### src/rtl/core/occt_pkg.sv
// Shared types and constants for the OOK remote code transmitter.
// Used by every module of the block; no dependencies.
package occt_pkg;

	// Fixed field widths
	localparam int ACTION_W     = 2;
	localparam int CODE_W       = 32;
	localparam int IDX_W        = 5;
	localparam int SYM_BITS_MAX = 8;
	localparam int TIMER_W      = 16;
	localparam int UNIT_W       = 15;
	localparam int REPEAT_W     = 8;
	localparam int CFG_IDX_W    = 3;
	localparam int CFG_DATA_W   = 16;

	// Default geometry of the symbol buffer
	localparam int DEF_SYMBOL_COUNT = 31;
	localparam int DEF_SYMBOL_BITS  = 5;

	// Action codes carried in the input kind
	localparam logic [ACTION_W-1:0] ACT_TICK   = 2'd0;
	localparam logic [ACTION_W-1:0] ACT_CODE   = 2'd1;
	localparam logic [ACTION_W-1:0] ACT_SYM_WR = 2'd2;
	localparam logic [ACTION_W-1:0] ACT_SYM_GO = 2'd3;

	// Configuration register indexes
	localparam logic [CFG_IDX_W-1:0] REG_REPEAT     = 3'd0;
	localparam logic [CFG_IDX_W-1:0] REG_PULSE_HIGH = 3'd1;
	localparam logic [CFG_IDX_W-1:0] REG_SHORT_LOW  = 3'd2;
	localparam logic [CFG_IDX_W-1:0] REG_LONG_LOW   = 3'd3;
	localparam logic [CFG_IDX_W-1:0] REG_START_LOW  = 3'd4;
	localparam logic [CFG_IDX_W-1:0] REG_END_LOW    = 3'd5;
	localparam logic [CFG_IDX_W-1:0] REG_UNIT       = 3'd6;

	// Configuration reset values
	localparam logic [REPEAT_W-1:0] RST_REPEAT     = 8'd10;
	localparam logic [TIMER_W-1:0]  RST_PULSE_HIGH = 16'd220;
	localparam logic [TIMER_W-1:0]  RST_SHORT_LOW  = 16'd320;
	localparam logic [TIMER_W-1:0]  RST_LONG_LOW   = 16'd1330;
	localparam logic [TIMER_W-1:0]  RST_START_LOW  = 16'd2700;
	localparam logic [TIMER_W-1:0]  RST_END_LOW    = 16'd10270;
	localparam logic [UNIT_W-1:0]   RST_UNIT       = 15'h100;

	// Timing configuration
	typedef struct packed {
		logic [REPEAT_W-1:0] repeat_count;
		logic [TIMER_W-1:0]  pulse_high_ticks;
		logic [TIMER_W-1:0]  short_low_ticks;
		logic [TIMER_W-1:0]  long_low_ticks;
		logic [TIMER_W-1:0]  start_low_ticks;
		logic [TIMER_W-1:0]  end_low_ticks;
		logic [UNIT_W-1:0]   unit_ticks;
	} cfg_t;

	// Classified input item, front to back
	typedef struct packed {
		logic [ACTION_W-1:0]     action;
		logic [CODE_W-1:0]       code;
		logic [IDX_W-1:0]        symbol_index;
		logic [SYM_BITS_MAX-1:0] symbol_value;
		logic                    code_bad;
		logic                    idx_bad;
	} item_t;

	// One result item
	typedef struct packed {
		logic rejected;
		logic done_res;
		logic busy_res;
		logic line_level;
	} res_t;

endpackage

### src/rtl/core/occt_front.sv
// Front stage: accepts input items, flags bad codes and indexes, registers them.
// Depends on occt_pkg.
module occt_front #(
	parameter int SYMBOL_COUNT = occt_pkg::DEF_SYMBOL_COUNT,
	parameter int SYMBOL_BITS  = occt_pkg::DEF_SYMBOL_BITS
) (
	input  logic                            clk,
	input  logic                            arst_n,
	input  logic                            in_valid,
	output logic                            in_ready,
	input  logic [occt_pkg::ACTION_W-1:0]   action,
	input  logic [occt_pkg::CODE_W-1:0]     code,
	input  logic [occt_pkg::IDX_W-1:0]      symbol_index,
	input  logic [SYMBOL_BITS-1:0]          symbol_value,
	output logic                            out_valid,
	input  logic                            out_ready,
	output occt_pkg::item_t                 out_item
);
	import occt_pkg::*;

	logic  valid_s1;
	item_t item_s1;
	item_t item_c;

	// Classification: code must be nonzero and below 2^28
	always_comb begin
		item_c              = '0;
		item_c.action       = action;
		item_c.code         = code;
		item_c.symbol_index = symbol_index;
		item_c.symbol_value = SYM_BITS_MAX'(symbol_value);
		item_c.code_bad     = (code == '0) || (code[CODE_W-1:28] != '0);
		item_c.idx_bad      = (int'(symbol_index) >= SYMBOL_COUNT);
	end

	assign in_ready = !valid_s1 || out_ready;

	// Stage register
	always_ff @(posedge clk or negedge arst_n) begin
		if (!arst_n) begin
			valid_s1 <= 1'b0;
		end else if (in_ready) begin
			valid_s1 <= in_valid;
		end
	end

	always_ff @(posedge clk) begin
		if (in_ready && in_valid) begin
			item_s1 <= item_c;
		end
	end

	assign out_valid = valid_s1;
	assign out_item  = item_s1;

endmodule

### src/rtl/core/occt_queue.sv
// Two-entry item queue between the front and the back.
// Depends on occt_pkg.
module occt_queue (
	input  logic            clk,
	input  logic            arst_n,
	input  logic            push_valid,
	output logic            push_ready,
	input  occt_pkg::item_t push_item,
	output logic            pop_valid,
	input  logic            pop_ready,
	output occt_pkg::item_t pop_item
);
	import occt_pkg::*;

	localparam int DEPTH = 2;

	item_t      mem_q [DEPTH];
	logic       wr_ptr_q;
	logic       rd_ptr_q;
	logic [1:0] count_q;
	logic       push;
	logic       pop;

	assign push_ready = (count_q != 2'(DEPTH));
	assign pop_valid  = (count_q != 2'd0);
	assign pop_item   = mem_q[rd_ptr_q];
	assign push       = push_valid && push_ready;
	assign pop        = pop_valid && pop_ready;

	// Pointers and fill count
	always_ff @(posedge clk or negedge arst_n) begin
		if (!arst_n) begin
			wr_ptr_q <= 1'b0;
			rd_ptr_q <= 1'b0;
			count_q  <= 2'd0;
		end else begin
			if (push) wr_ptr_q <= !wr_ptr_q;
			if (pop)  rd_ptr_q <= !rd_ptr_q;
			count_q <= count_q + 2'(push) - 2'(pop);
		end
	end

	// Storage
	always_ff @(posedge clk) begin
		if (push) begin
			mem_q[wr_ptr_q] <= push_item;
		end
	end

endmodule

### src/rtl/core/occt_back.sv
// Back end: segment sequencer, symbol buffer and result register.
// Depends on occt_pkg; fed by occt_queue.
module occt_back #(
	parameter int SYMBOL_COUNT = occt_pkg::DEF_SYMBOL_COUNT,
	parameter int SYMBOL_BITS  = occt_pkg::DEF_SYMBOL_BITS
) (
	input  logic            clk,
	input  logic            arst_n,
	input  occt_pkg::cfg_t  cfg,
	input  logic            in_valid,
	output logic            in_ready,
	input  occt_pkg::item_t in_item,
	output logic            out_valid,
	input  logic            out_ready,
	output occt_pkg::res_t  out_res
);
	import occt_pkg::*;

	localparam int AW  = (SYMBOL_COUNT > 1) ? $clog2(SYMBOL_COUNT) : 1;
	localparam int SPW = $clog2(SYMBOL_COUNT + 1);

	localparam logic [1:0] MODE_IDLE = 2'd0;
	localparam logic [1:0] MODE_CODE = 2'd1;
	localparam logic [1:0] MODE_SYM  = 2'd2;

	// Segment steps; symbol mode reuses them as lead, gap, mark, gap, bit, gap, close
	localparam logic [2:0] ST_LEAD_HI  = 3'd0;
	localparam logic [2:0] ST_LEAD_LO  = 3'd1;
	localparam logic [2:0] ST_HALF1_HI = 3'd2;
	localparam logic [2:0] ST_HALF1_LO = 3'd3;
	localparam logic [2:0] ST_HALF2_HI = 3'd4;
	localparam logic [2:0] ST_HALF2_LO = 3'd5;
	localparam logic [2:0] ST_END_HI   = 3'd6;
	localparam logic [2:0] ST_END_LO   = 3'd7;

	typedef struct packed {
		logic               level;
		logic [TIMER_W-1:0] dur;
	} seg_t;

	// Level and length of a segment on entry
	function automatic seg_t seg_f(input logic [1:0] m, input logic [2:0] st,
			input cfg_t c, input logic cbit, input logic sbit);
		seg_t               s;
		logic [TIMER_W-1:0] u;
		u = TIMER_W'(c.unit_ticks);
		s = '0;
		if (m == MODE_CODE) begin
			unique case (st)
				ST_LEAD_LO:  s = '{1'b0, c.start_low_ticks};
				ST_HALF1_LO: s = '{1'b0, cbit ? c.long_low_ticks : c.short_low_ticks};
				ST_HALF2_LO: s = '{1'b0, cbit ? c.short_low_ticks : c.long_low_ticks};
				ST_END_LO:   s = '{1'b0, c.end_low_ticks};
				default:     s = '{1'b1, c.pulse_high_ticks};
			endcase
		end else begin
			unique case (st)
				ST_LEAD_HI:             s = '{1'b1, {c.unit_ticks, 1'b0}};
				ST_HALF1_HI, ST_END_HI: s = '{1'b1, u};
				ST_HALF2_HI:            s = '{sbit, u};
				default:                s = '{1'b0, u};
			endcase
		end
		if (s.dur == '0) s.dur = TIMER_W'(1);
		return s;
	endfunction

	// Sequencer state
	logic [1:0]          mode_q;
	logic [2:0]          step_q;
	logic [TIMER_W-1:0]  timer_q;
	logic [CODE_W-1:0]   code_q;
	logic [5:0]          bitpos_q;
	logic [REPEAT_W-1:0] repeats_q;
	logic [SPW-1:0]      sympos_q;
	logic                line_q;

	// Symbol buffer, registered read at the current symbol
	logic [SYMBOL_BITS-1:0] sym_mem [SYMBOL_COUNT];
	logic [SYMBOL_BITS-1:0] sym_rd_q;
	logic [SYMBOL_BITS-1:0] sym_sh;

	logic   out_valid_q;
	res_t   out_res_q;
	logic   pop;

	// After the command of this item
	logic [1:0]          mode_c;
	logic [2:0]          step_c;
	logic [TIMER_W-1:0]  timer_c;
	logic [CODE_W-1:0]   code_c;
	logic [5:0]          bitpos_c;
	logic [REPEAT_W-1:0] repeats_c;
	logic [SPW-1:0]      sympos_c;
	logic                line_c;
	// After this tick
	logic [1:0]          mode_n;
	logic [2:0]          step_n;
	logic [TIMER_W-1:0]  timer_n;
	logic [5:0]          bitpos_n;
	logic [REPEAT_W-1:0] repeats_n;
	logic [SPW-1:0]      sympos_n;
	logic                line_n;
	logic [TIMER_W-1:0]  timer_d;
	logic [2:0]          nstep;
	logic                enter;
	logic                rej;
	logic                done;
	logic                lvl;
	logic                wr_en;
	seg_t                seg0;
	seg_t                segn;

	assign pop      = in_valid && (!out_valid_q || out_ready);
	assign in_ready = !out_valid_q || out_ready;
	assign sym_sh   = sym_rd_q << bitpos_n;

	// Command phase
	always_comb begin
		mode_c    = mode_q;
		step_c    = step_q;
		timer_c   = timer_q;
		code_c    = code_q;
		bitpos_c  = bitpos_q;
		repeats_c = repeats_q;
		sympos_c  = sympos_q;
		line_c    = line_q;
		rej       = 1'b0;
		wr_en     = 1'b0;
		seg0      = seg_f(in_item.action == ACT_CODE ? MODE_CODE : MODE_SYM, ST_LEAD_HI,
				cfg, 1'b0, 1'b0);
		if (in_item.action != ACT_TICK) begin
			if (mode_q != MODE_IDLE) begin
				rej = 1'b1;
			end else begin
				unique case (in_item.action)
					ACT_CODE: begin
						if (in_item.code_bad) begin
							rej = 1'b1;
						end else begin
							mode_c    = MODE_CODE;
							code_c    = in_item.code;
							bitpos_c  = '0;
							repeats_c = (cfg.repeat_count != '0) ? cfg.repeat_count
									: REPEAT_W'(1);
							step_c    = ST_LEAD_HI;
							line_c    = seg0.level;
							timer_c   = seg0.dur;
						end
					end
					ACT_SYM_WR: begin
						if (in_item.idx_bad) rej = 1'b1;
						else wr_en = 1'b1;
					end
					ACT_SYM_GO: begin
						mode_c   = MODE_SYM;
						sympos_c = '0;
						bitpos_c = '0;
						step_c   = ST_LEAD_HI;
						line_c   = seg0.level;
						timer_c  = seg0.dur;
					end
					default: begin
					end
				endcase
			end
		end
	end

	// Tick phase: count down, move to the next segment
	always_comb begin
		mode_n    = mode_c;
		step_n    = step_c;
		timer_n   = timer_c;
		bitpos_n  = bitpos_c;
		repeats_n = repeats_c;
		sympos_n  = sympos_c;
		line_n    = line_c;
		done      = 1'b0;
		lvl       = 1'b0;
		enter     = 1'b0;
		nstep     = step_c + 3'd1;
		timer_d   = (timer_c != '0) ? timer_c - TIMER_W'(1) : timer_c;
		if (mode_c != MODE_IDLE) begin
			lvl     = line_c;
			timer_n = timer_d;
			if (timer_d == '0) begin
				enter = 1'b1;
				if (step_c == ST_HALF2_LO) begin
					bitpos_n = bitpos_c + 6'd1;
					if (mode_c == MODE_CODE) begin
						nstep = (bitpos_n < 6'd32) ? ST_HALF1_HI : ST_END_HI;
					end else if (int'(bitpos_n) < SYMBOL_BITS) begin
						nstep = ST_HALF2_HI;
					end else begin
						sympos_n = sympos_c + SPW'(1);
						bitpos_n = '0;
						nstep    = (int'(sympos_n) < SYMBOL_COUNT) ? ST_LEAD_HI : ST_END_HI;
					end
				end else if (step_c == ST_END_LO) begin
					if (mode_c == MODE_CODE) repeats_n = repeats_c - REPEAT_W'(1);
					if (mode_c == MODE_CODE && repeats_n != '0) begin
						bitpos_n = '0;
						nstep    = ST_LEAD_HI;
					end else begin
						enter   = 1'b0;
						mode_n  = MODE_IDLE;
						step_n  = ST_LEAD_HI;
						timer_n = '0;
						line_n  = 1'b0;
						done    = 1'b1;
					end
				end
			end
		end
		segn = seg_f(mode_c, nstep, cfg, code_c[~bitpos_c[4:0]], sym_sh[SYMBOL_BITS-1]);
		if (enter) begin
			step_n  = nstep;
			line_n  = segn.level;
			timer_n = segn.dur;
		end
	end

	// Control state
	always_ff @(posedge clk or negedge arst_n) begin
		if (!arst_n) begin
			mode_q      <= MODE_IDLE;
			step_q      <= ST_LEAD_HI;
			timer_q     <= '0;
			code_q      <= '0;
			bitpos_q    <= '0;
			repeats_q   <= '0;
			sympos_q    <= '0;
			line_q      <= 1'b0;
			out_valid_q <= 1'b0;
		end else begin
			if (pop) begin
				mode_q      <= mode_n;
				step_q      <= step_n;
				timer_q     <= timer_n;
				code_q      <= code_c;
				bitpos_q    <= bitpos_n;
				repeats_q   <= repeats_n;
				sympos_q    <= sympos_n;
				line_q      <= line_n;
				out_valid_q <= 1'b1;
			end else if (out_ready) begin
				out_valid_q <= 1'b0;
			end
		end
	end

	// Result payload
	always_ff @(posedge clk) begin
		if (pop) begin
			out_res_q <= '{rej, done, (mode_n != MODE_IDLE), lvl};
		end
	end

	// Symbol buffer write and read
	always_ff @(posedge clk) begin
		if (pop && wr_en) begin
			sym_mem[AW'(in_item.symbol_index)] <= in_item.symbol_value[SYMBOL_BITS-1:0];
		end
		sym_rd_q <= sym_mem[sympos_q[AW-1:0]];
	end

	assign out_valid = out_valid_q;
	assign out_res   = out_res_q;

endmodule

### src/rtl/core/ook_remote_code_transmitter_top.sv
// Top level of the OOK remote code transmitter: ports, configuration registers.
// Depends on occt_pkg, occt_front, occt_queue and occt_back.
//
// Channel   Direction  Signals                         Content
// s_*       in         s_tvalid/s_tready/s_tdata/user  tick or command, one per tick
// m_*       out        m_tvalid/m_tready/m_tdata       line level and status per item
// cfg_*     in         cfg_we/cfg_index/cfg_data       timing register writes
//
// One item per clock sustained while m_tready stays high; m_tvalid for an item
// rises once it has passed the front register, the queue and the result register.
// The back end's segment sequencer retires one item per clock unless stalled.
// Reset clears control state and loads the timing defaults; the symbol buffer
// holds no reset value. A stalled result holds the back end; the two-entry
// queue and the front register then fill and s_tready drops.
module ook_remote_code_transmitter_top #(
	parameter int SYMBOL_COUNT = occt_pkg::DEF_SYMBOL_COUNT,
	parameter int SYMBOL_BITS  = occt_pkg::DEF_SYMBOL_BITS,
	localparam int IN_DATA_W   = ((occt_pkg::CODE_W + occt_pkg::IDX_W + SYMBOL_BITS + 7) / 8) * 8
) (
	input  logic                              clk,
	input  logic                              arst_n,
	input  logic                              s_tvalid,
	output logic                              s_tready,
	// code [31:0], symbol_index [36:32], symbol_value above, zero fill
	input  logic [IN_DATA_W-1:0]              s_tdata,
	// action
	input  logic [occt_pkg::ACTION_W-1:0]     s_tuser,
	output logic                              m_tvalid,
	input  logic                              m_tready,
	// line_level [0], busy_res [1], done_res [2], rejected [3], zero fill
	output logic [7:0]                        m_tdata,
	input  logic                              cfg_we,
	input  logic [occt_pkg::CFG_IDX_W-1:0]    cfg_index,
	input  logic [occt_pkg::CFG_DATA_W-1:0]   cfg_data
);
	import occt_pkg::*;

	cfg_t  cfg_q;
	item_t f_item;
	item_t q_item;
	res_t  res;
	logic  f_valid;
	logic  f_ready;
	logic  q_valid;
	logic  q_ready;

	// Configuration registers
	always_ff @(posedge clk or negedge arst_n) begin
		if (!arst_n) begin
			cfg_q.repeat_count     <= RST_REPEAT;
			cfg_q.pulse_high_ticks <= RST_PULSE_HIGH;
			cfg_q.short_low_ticks  <= RST_SHORT_LOW;
			cfg_q.long_low_ticks   <= RST_LONG_LOW;
			cfg_q.start_low_ticks  <= RST_START_LOW;
			cfg_q.end_low_ticks    <= RST_END_LOW;
			cfg_q.unit_ticks       <= RST_UNIT;
		end else if (cfg_we) begin
			unique case (cfg_index)
				REG_REPEAT:     cfg_q.repeat_count     <= cfg_data[REPEAT_W-1:0];
				REG_PULSE_HIGH: cfg_q.pulse_high_ticks <= cfg_data;
				REG_SHORT_LOW:  cfg_q.short_low_ticks  <= cfg_data;
				REG_LONG_LOW:   cfg_q.long_low_ticks   <= cfg_data;
				REG_START_LOW:  cfg_q.start_low_ticks  <= cfg_data;
				REG_END_LOW:    cfg_q.end_low_ticks    <= cfg_data;
				REG_UNIT:       cfg_q.unit_ticks       <= cfg_data[UNIT_W-1:0];
				default: begin
				end
			endcase
		end
	end

	occt_front #(
		.SYMBOL_COUNT(SYMBOL_COUNT),
		.SYMBOL_BITS (SYMBOL_BITS)
	) u_front (
		.clk         (clk),
		.arst_n      (arst_n),
		.in_valid    (s_tvalid),
		.in_ready    (s_tready),
		.action      (s_tuser),
		.code        (s_tdata[CODE_W-1:0]),
		.symbol_index(s_tdata[CODE_W+IDX_W-1:CODE_W]),
		.symbol_value(s_tdata[CODE_W+IDX_W+SYMBOL_BITS-1:CODE_W+IDX_W]),
		.out_valid   (f_valid),
		.out_ready   (f_ready),
		.out_item    (f_item)
	);

	occt_queue u_queue (
		.clk       (clk),
		.arst_n    (arst_n),
		.push_valid(f_valid),
		.push_ready(f_ready),
		.push_item (f_item),
		.pop_valid (q_valid),
		.pop_ready (q_ready),
		.pop_item  (q_item)
	);

	occt_back #(
		.SYMBOL_COUNT(SYMBOL_COUNT),
		.SYMBOL_BITS (SYMBOL_BITS)
	) u_back (
		.clk      (clk),
		.arst_n   (arst_n),
		.cfg      (cfg_q),
		.in_valid (q_valid),
		.in_ready (q_ready),
		.in_item  (q_item),
		.out_valid(m_tvalid),
		.out_ready(m_tready),
		.out_res  (res)
	);

	assign m_tdata = {4'b0, res.rejected, res.done_res, res.busy_res, res.line_level};

`ifndef ASSERT_OFF
	// A finishing tick leaves the block idle
	a_done_not_busy: assert property (@(posedge clk) disable iff (!arst_n)
		m_tvalid |-> !(m_tdata[2] && m_tdata[1]))
		else $error("done reported while still busy");

	// Carrier only while a transmission runs
	a_line_needs_tx: assert property (@(posedge clk) disable iff (!arst_n)
		(m_tvalid && m_tdata[0]) |-> (m_tdata[1] || m_tdata[2]))
		else $error("line high outside a transmission");

	// The back end never takes an item while its result slot is blocked
	a_no_pop_on_stall: assert property (@(posedge clk) disable iff (!arst_n)
		(m_tvalid && !m_tready) |-> !q_ready)
		else $error("back end advanced during an output stall");
`endif

endmodule

### config.mk
export PLATFORM = sky130hd
export DESIGN_NAME = ook_remote_code_transmitter_top
export DESIGN_NICKNAME = d
export VERILOG_FILES = /design/src/rtl/core/occt_pkg.sv /design/src/rtl/core/occt_front.sv /design/src/rtl/core/occt_queue.sv /design/src/rtl/core/occt_back.sv /design/src/rtl/core/ook_remote_code_transmitter_top.sv
export SDC_FILE = /design/constraint.sdc
export NUM_CORES = 1
export LEC_CHECK = 0
export BUFFER_PORTS_ARGS = -buffer_cell sky130_fd_sc_hd__buf_2
export CELL_PAD_IN_SITES_DETAIL_PLACEMENT = 1
export CELL_PAD_IN_SITES_GLOBAL_PLACEMENT = 2
export CORE_MARGIN = 3
export CORE_UTILIZATION = 47
export CTS_BUF_LIST = sky130_fd_sc_hd__clkbuf_2 sky130_fd_sc_hd__clkbuf_4 sky130_fd_sc_hd__clkbuf_8
export CTS_CLUSTER_DIAMETER = 30
export DETAILED_ROUTE_END_ITERATION = 10
export PLACE_DENSITY = 0.79
export SYNTH_ARGS = -nofsm -noshare
export SYNTH_HDL_FRONTEND = slang
export SYNTH_HIERARCHICAL = 1
export SYNTH_SLANG_ARGS = --single-unit
### constraint.sdc
create_clock -name clk -period 9.03 [get_ports clk]
set_clock_uncertainty 0.2 [all_clocks]
set_input_delay 1.806 -clock clk [delete_from_list [all_inputs] [get_ports clk]]
set_output_delay 1.806 -clock clk [all_outputs]
set_load 0.01 [all_outputs]
Word level (Yosys, flattened, before mapping)
Memories as Yosys holds them, arrays and structs flattened. A register that Yosys moved wholly into a read port is not among the register bits.
Index checks and enable logic that the tools add are counted.

operators by class
  shift-type cells = 1
  muxes and demuxes = 117
  order comparisons = 5
  reduce and logical (&&, ||, !) cells = 37
  bitwise operators = 4
  equality and inequality tests = 21
  add/sub/neg operators = 7

operator list
  cell                                                 number
  2-to-1 mux 16 bit                                    15
  2-to-1 mux 32 bit                                    4
  2-to-1 mux 8 bit                                     14
  one-hot mux 17 bit (4 select lines)                  1
  2-to-1 mux 6 bit                                     10
  2-to-1 mux 3 bit                                     18
  one-hot mux 17 bit (3 select lines)                  1
  zero test 16 bit                                     3
  2-to-1 mux 5 bit                                     8
  zero test 32 bit                                     1
  one-hot mux 16 bit (2 select lines)                  1
  2-to-1 mux 1 bit                                     29
  equality test 3 bit, second input constant           9
  2-to-1 mux 2 bit                                     9
  2-to-1 mux 17 bit                                    1
  nonzero test 16 bit                                  1
  nonzero test 8 bit                                   2
  subtractor 16 x 1 -> 16 bit, second input constant   1
  AND reduction 2 bit                                  7
  equality test 3 x 2 -> 1 bit, second input constant  4
  one-hot mux 6 bit (2 select lines)                   1
  nonzero test 2 bit                                   6
  subtractor 8 x 1 -> 8 bit, second input constant     1
  adder 6 x 1 -> 6 bit, second input constant          1
  27 further kinds                                     44

word-level totals
  input port bits = 74
  logic and storage cells = 224
  memories = 2
  bits in registers = 232
  bits in writable memories = 247
  output and inout port bits = 10

memories
  memory          words  bits a word  read ports  clocked after memory_dff  write ports  RTL line          text
  u_back.sym_mem  31     5            1           1                         1            occt_back.sv:79   logic [SYMBOL_BITS-1:0] sym_mem [SYMBOL_COUNT];
  u_queue.mem_q   2      46           1           0                         1            occt_queue.sv:17  item_t mem_q [DEPTH];

Longest topological paths before layout
An unclocked memory read counts as a cell.

  depth after elaboration = 30
  depth in mapped cells = 31
  mapped depth without buffers = 22

By module
The synthesis kept the hierarchy.

by module, submodules not included
  module                           cells an instance  seq. area each (sq um)  times used  area an instance (sq um)
  occt_back                        1,211              6,726.5                 1           13,715.7
  ook_remote_code_transmitter_top  231                2,610.0                 1           4,112.7
  occt_queue                       175                3,042.9                 1           3,757.4
  occt_front                       68                 1,406.3                 1           1,555.2

Worst setup path after synthesis
Ideal clock, no wire load.

  path type = reg2reg
  start = reg u_queue.rd_ptr_q
  end = reg u_back.timer_q[0]
  library setup time = 0.095 ns
  slack = 2.708 ns
  data required time = 8.735 ns
  cell stages (with the launch flop) = 31
  period minus slack after synthesis = 6.322 ns
  data arrival time = 6.026 ns
  path buffers = 8
  cells stage by stage = dfrtp_1 > clkbuf_1 > buf_2 > mux2_2 > inv_1 > ha_1 > nor3_4 > buf_4 > o21ai_2 > a22o_1 > o22a_2 > inv_1 > ha_1 > o221ai_2 > or3_1 > buf_2 > or4_4 > a21oi_2 > o21a_2 > and4_1 > buf_6 > a21o_1 > buf_4 > a211o_1 > buf_6 > buf_12 > mux2i_1 > a22oi_1 > a2111oi_2 > nand4b_1 > o31ai_1

RTL lines
  item                    RTL line          text
  start, declared         occt_queue.sv:19  logic rd_ptr_q;
  start signal, assigned  occt_queue.sv:38  if (pop) rd_ptr_q <= !rd_ptr_q;
  end signal, assigned    occt_back.sv:240  timer_q <= timer_n;
  end, declared           occt_back.sv:71   logic [TIMER_W-1:0] timer_q;

==> results.ini <==
[status]
status = complete, no violations

[die]
dieWidth_um = 227
die_y_um = 227
row_count = 80
ioPinCount = 84
start_util_pct = 47.8
dieArea_um2 = 51400
core_um2 = 47900

[route]
drt_pre_antenna_iters = 5
post_drt_via_cell_ratio = 5.93
vias = 14767
drc_errors = 0
final_antenna_net_count = 0
drtIter0Drc = 935
drt_wl_total_um = 59900
wire_per_inst_um = 24.1

[flow_run]
maxCapViolCount = 0

[layout]
diodes = 0
drive_gt1_share_pct = 32.2
fin_util_pct = 54.9
fin_cells = 2489
final_nets = 1872
area_growth_pct = 14.9
nFillCells = 4719

[cts]
clock-root-buffer = clkbuf_8
cts_hold_buf = 0
cts_setup_buffers = 0
clock_sinks = 484
cts_tree = done
clk_latency_ps = 700
cts_max_level = 3
cts_resized = 0
clk_path_buf_depth = 3
clk_pin_slew_ps = 60
cts_inserted_buffers = 107

[timing]
setup_viol = 0
final_hold_viol_count = 0
max_freq_ghz = 0.125
period_share_pct = 88.4
relSlewSlack_pct = 25.0
fin_ws_ps = 1050
rsz0062_at_grt = false
fin_crit_ps = 7980
slew_viol_final = 0
tightest_slew_ps = 1130
tns_ps = 0

[worst_hold_path]
hp-class = flop to flop

[critical_path]
crit_type = flop to flop
critPathLaunchType = flop
cp.arrival_ps = 8380
endpoint_kind = flop
crit_fanout = 20
worstPathRequired_ps = 9430

[place]
placed_cells = 2291
port_buffers = 73
globalplace.congestion = 0.845
dp_hpwl_um = 40300
dp_slack_ps = 1150

[power]
ir_worst_vdd_mv = 0.211
leakagePower_nw = 9.90
p_per_area_nw_per_um2 = 274

[global_route]
grt_max_degree = 77
track_usage_pct = 23.9
grt_pass1_vias = 16137
grt_antenna_before_repair = 0
grt_pass1_wl_um = 94100
gr-total-overflow = 0

[synth]
ys.warnings.count = 6
synth_cells = 1672
netlist_area_um2 = 22900
syn_avg_cell_area_um2 = 13.7

## state kept, by name (all words and copies together), names as in the netlist, 2 cells and up
| register | flops |
|---|---|
| u_queue/count_q | 2 |
| u_back/repeats_q | 8 |
| u_back/sym_mem | 155 |
| u_back/sym_rd_q | 5 |
| u_back/mode_q | 2 |
| u_back/step_q | 3 |
| u_back/out_res | 4 |
| cfg_q | 103 |
| u_back/code_q | 32 |
| u_front/out_item | 46 |
| u_queue/mem_q | 92 |
| u_back/timer_q | 16 |
| u_back/sympos_q | 5 |
| u_back/bitpos_q | 6 |
## stage by stage
stage                     power [mW]  instance area (um2)  hold WS, ps
after CTS                       7.29                26300          245
after global placement          4.35                23800          222
after detailed placement        4.41                23800          231
after floorplan                 3.95                22900          221
final                           7.20                26300          245
after global routing            7.55                26300          251
## area by class of cell
type                       instances  area [um2]  area share [%]
clock buffer                     131        1680            6.38
sequential                       484       13600            51.7
clock inverter                    67         868            3.30
timing repair buffer              99         569            2.16
tap                              615         769            2.92
inverter                          23        86.3           0.328
multi-input combinational       1070        8730            33.2
## worst paths after layout
check                                startpoint              endpoint  slack [ps]  cells past startpoint
setup / recovery               u_queue/rd_ptr_q     u_back/timer_q[0]        1050                     24
hold / removal             u_front/out_item[46]  u_queue/mem_q[0][46]         240                      0
setup reg to reg               u_queue/rd_ptr_q     u_back/timer_q[0]        1050                     24
hold reg to reg            u_front/out_item[46]  u_queue/mem_q[0][46]         240                      0
max in group asynchronous                arst_n      u_back/code_q[2]        6250                      2
min in group asynchronous                arst_n             cfg_q[74]         930                      1
## critical path, stage by stage, from the launching register on
cell and delay, ps:
dfrtp_2 670, mux2_2 440, inv_1 110, ha_1 480, buf_4 340, nor4_1 90
nor2_1 280, nor4_2 110, o22a_2 290, inv_1 90, ha_1 260, o221ai_2 170
or3_1 550, or4_4 620, a21oi_2 180, o21a_2 200, and4_1 410, a21oi_1 130
buf_4 210, nor2_2 390, mux2_1 380, a211oi_1 500, o22ai_1 270, nand2b_1 250
o31ai_1 230
## layer usage
layer | vias up | wire (um) | track usage (%)
met4 | 0 | 1940 | 8.96
met2 | 404 | 29300 | 39.4
li1 | 6669 | - | -
met5 | - | 0 | 0
met3 | 126 | 2860 | 4.61
met1 | 7568 | 25800 | 31.5
## power by group
group	internal, mW	switching, mW	total (mW)	leakage, nW
clock network	1.77	1.06	2.83	1.29
logic	0.506	0.832	1.34	3.61
registers	2.83	0.208	3.04	5.01
## placed cells by master (no fill, tap or decap), types with 9 or more instances in the layout
cell and count:
a22oi_1 14, mux2i_1 57, a31oi_1 17, nand2_1 98, mux4_2 45, inv_1 21
nand3_1 33, bufinv_16 18, clkbuf_4 20, mux2_4 22, buf_4 26, xnor2_1 21
edfxtp_1 297, buf_2 72, and2_1 10, a21oi_1 69, o221ai_1 10, nor2_1 121
o211ai_1 15, clkinv_2 18, clkinvlp_4 11, a21o_1 10, ha_1 13, nor4_1 10
mux2_2 172, clkbuf_8 112, o21ai_0 63, o22ai_1 9, nor3_1 39, nand2b_1 14
mux2_1 15, dfrtp_1 154, dfstp_2 26, a211oi_1 15
No activity file was read; power rests on OpenSTA's default activity.
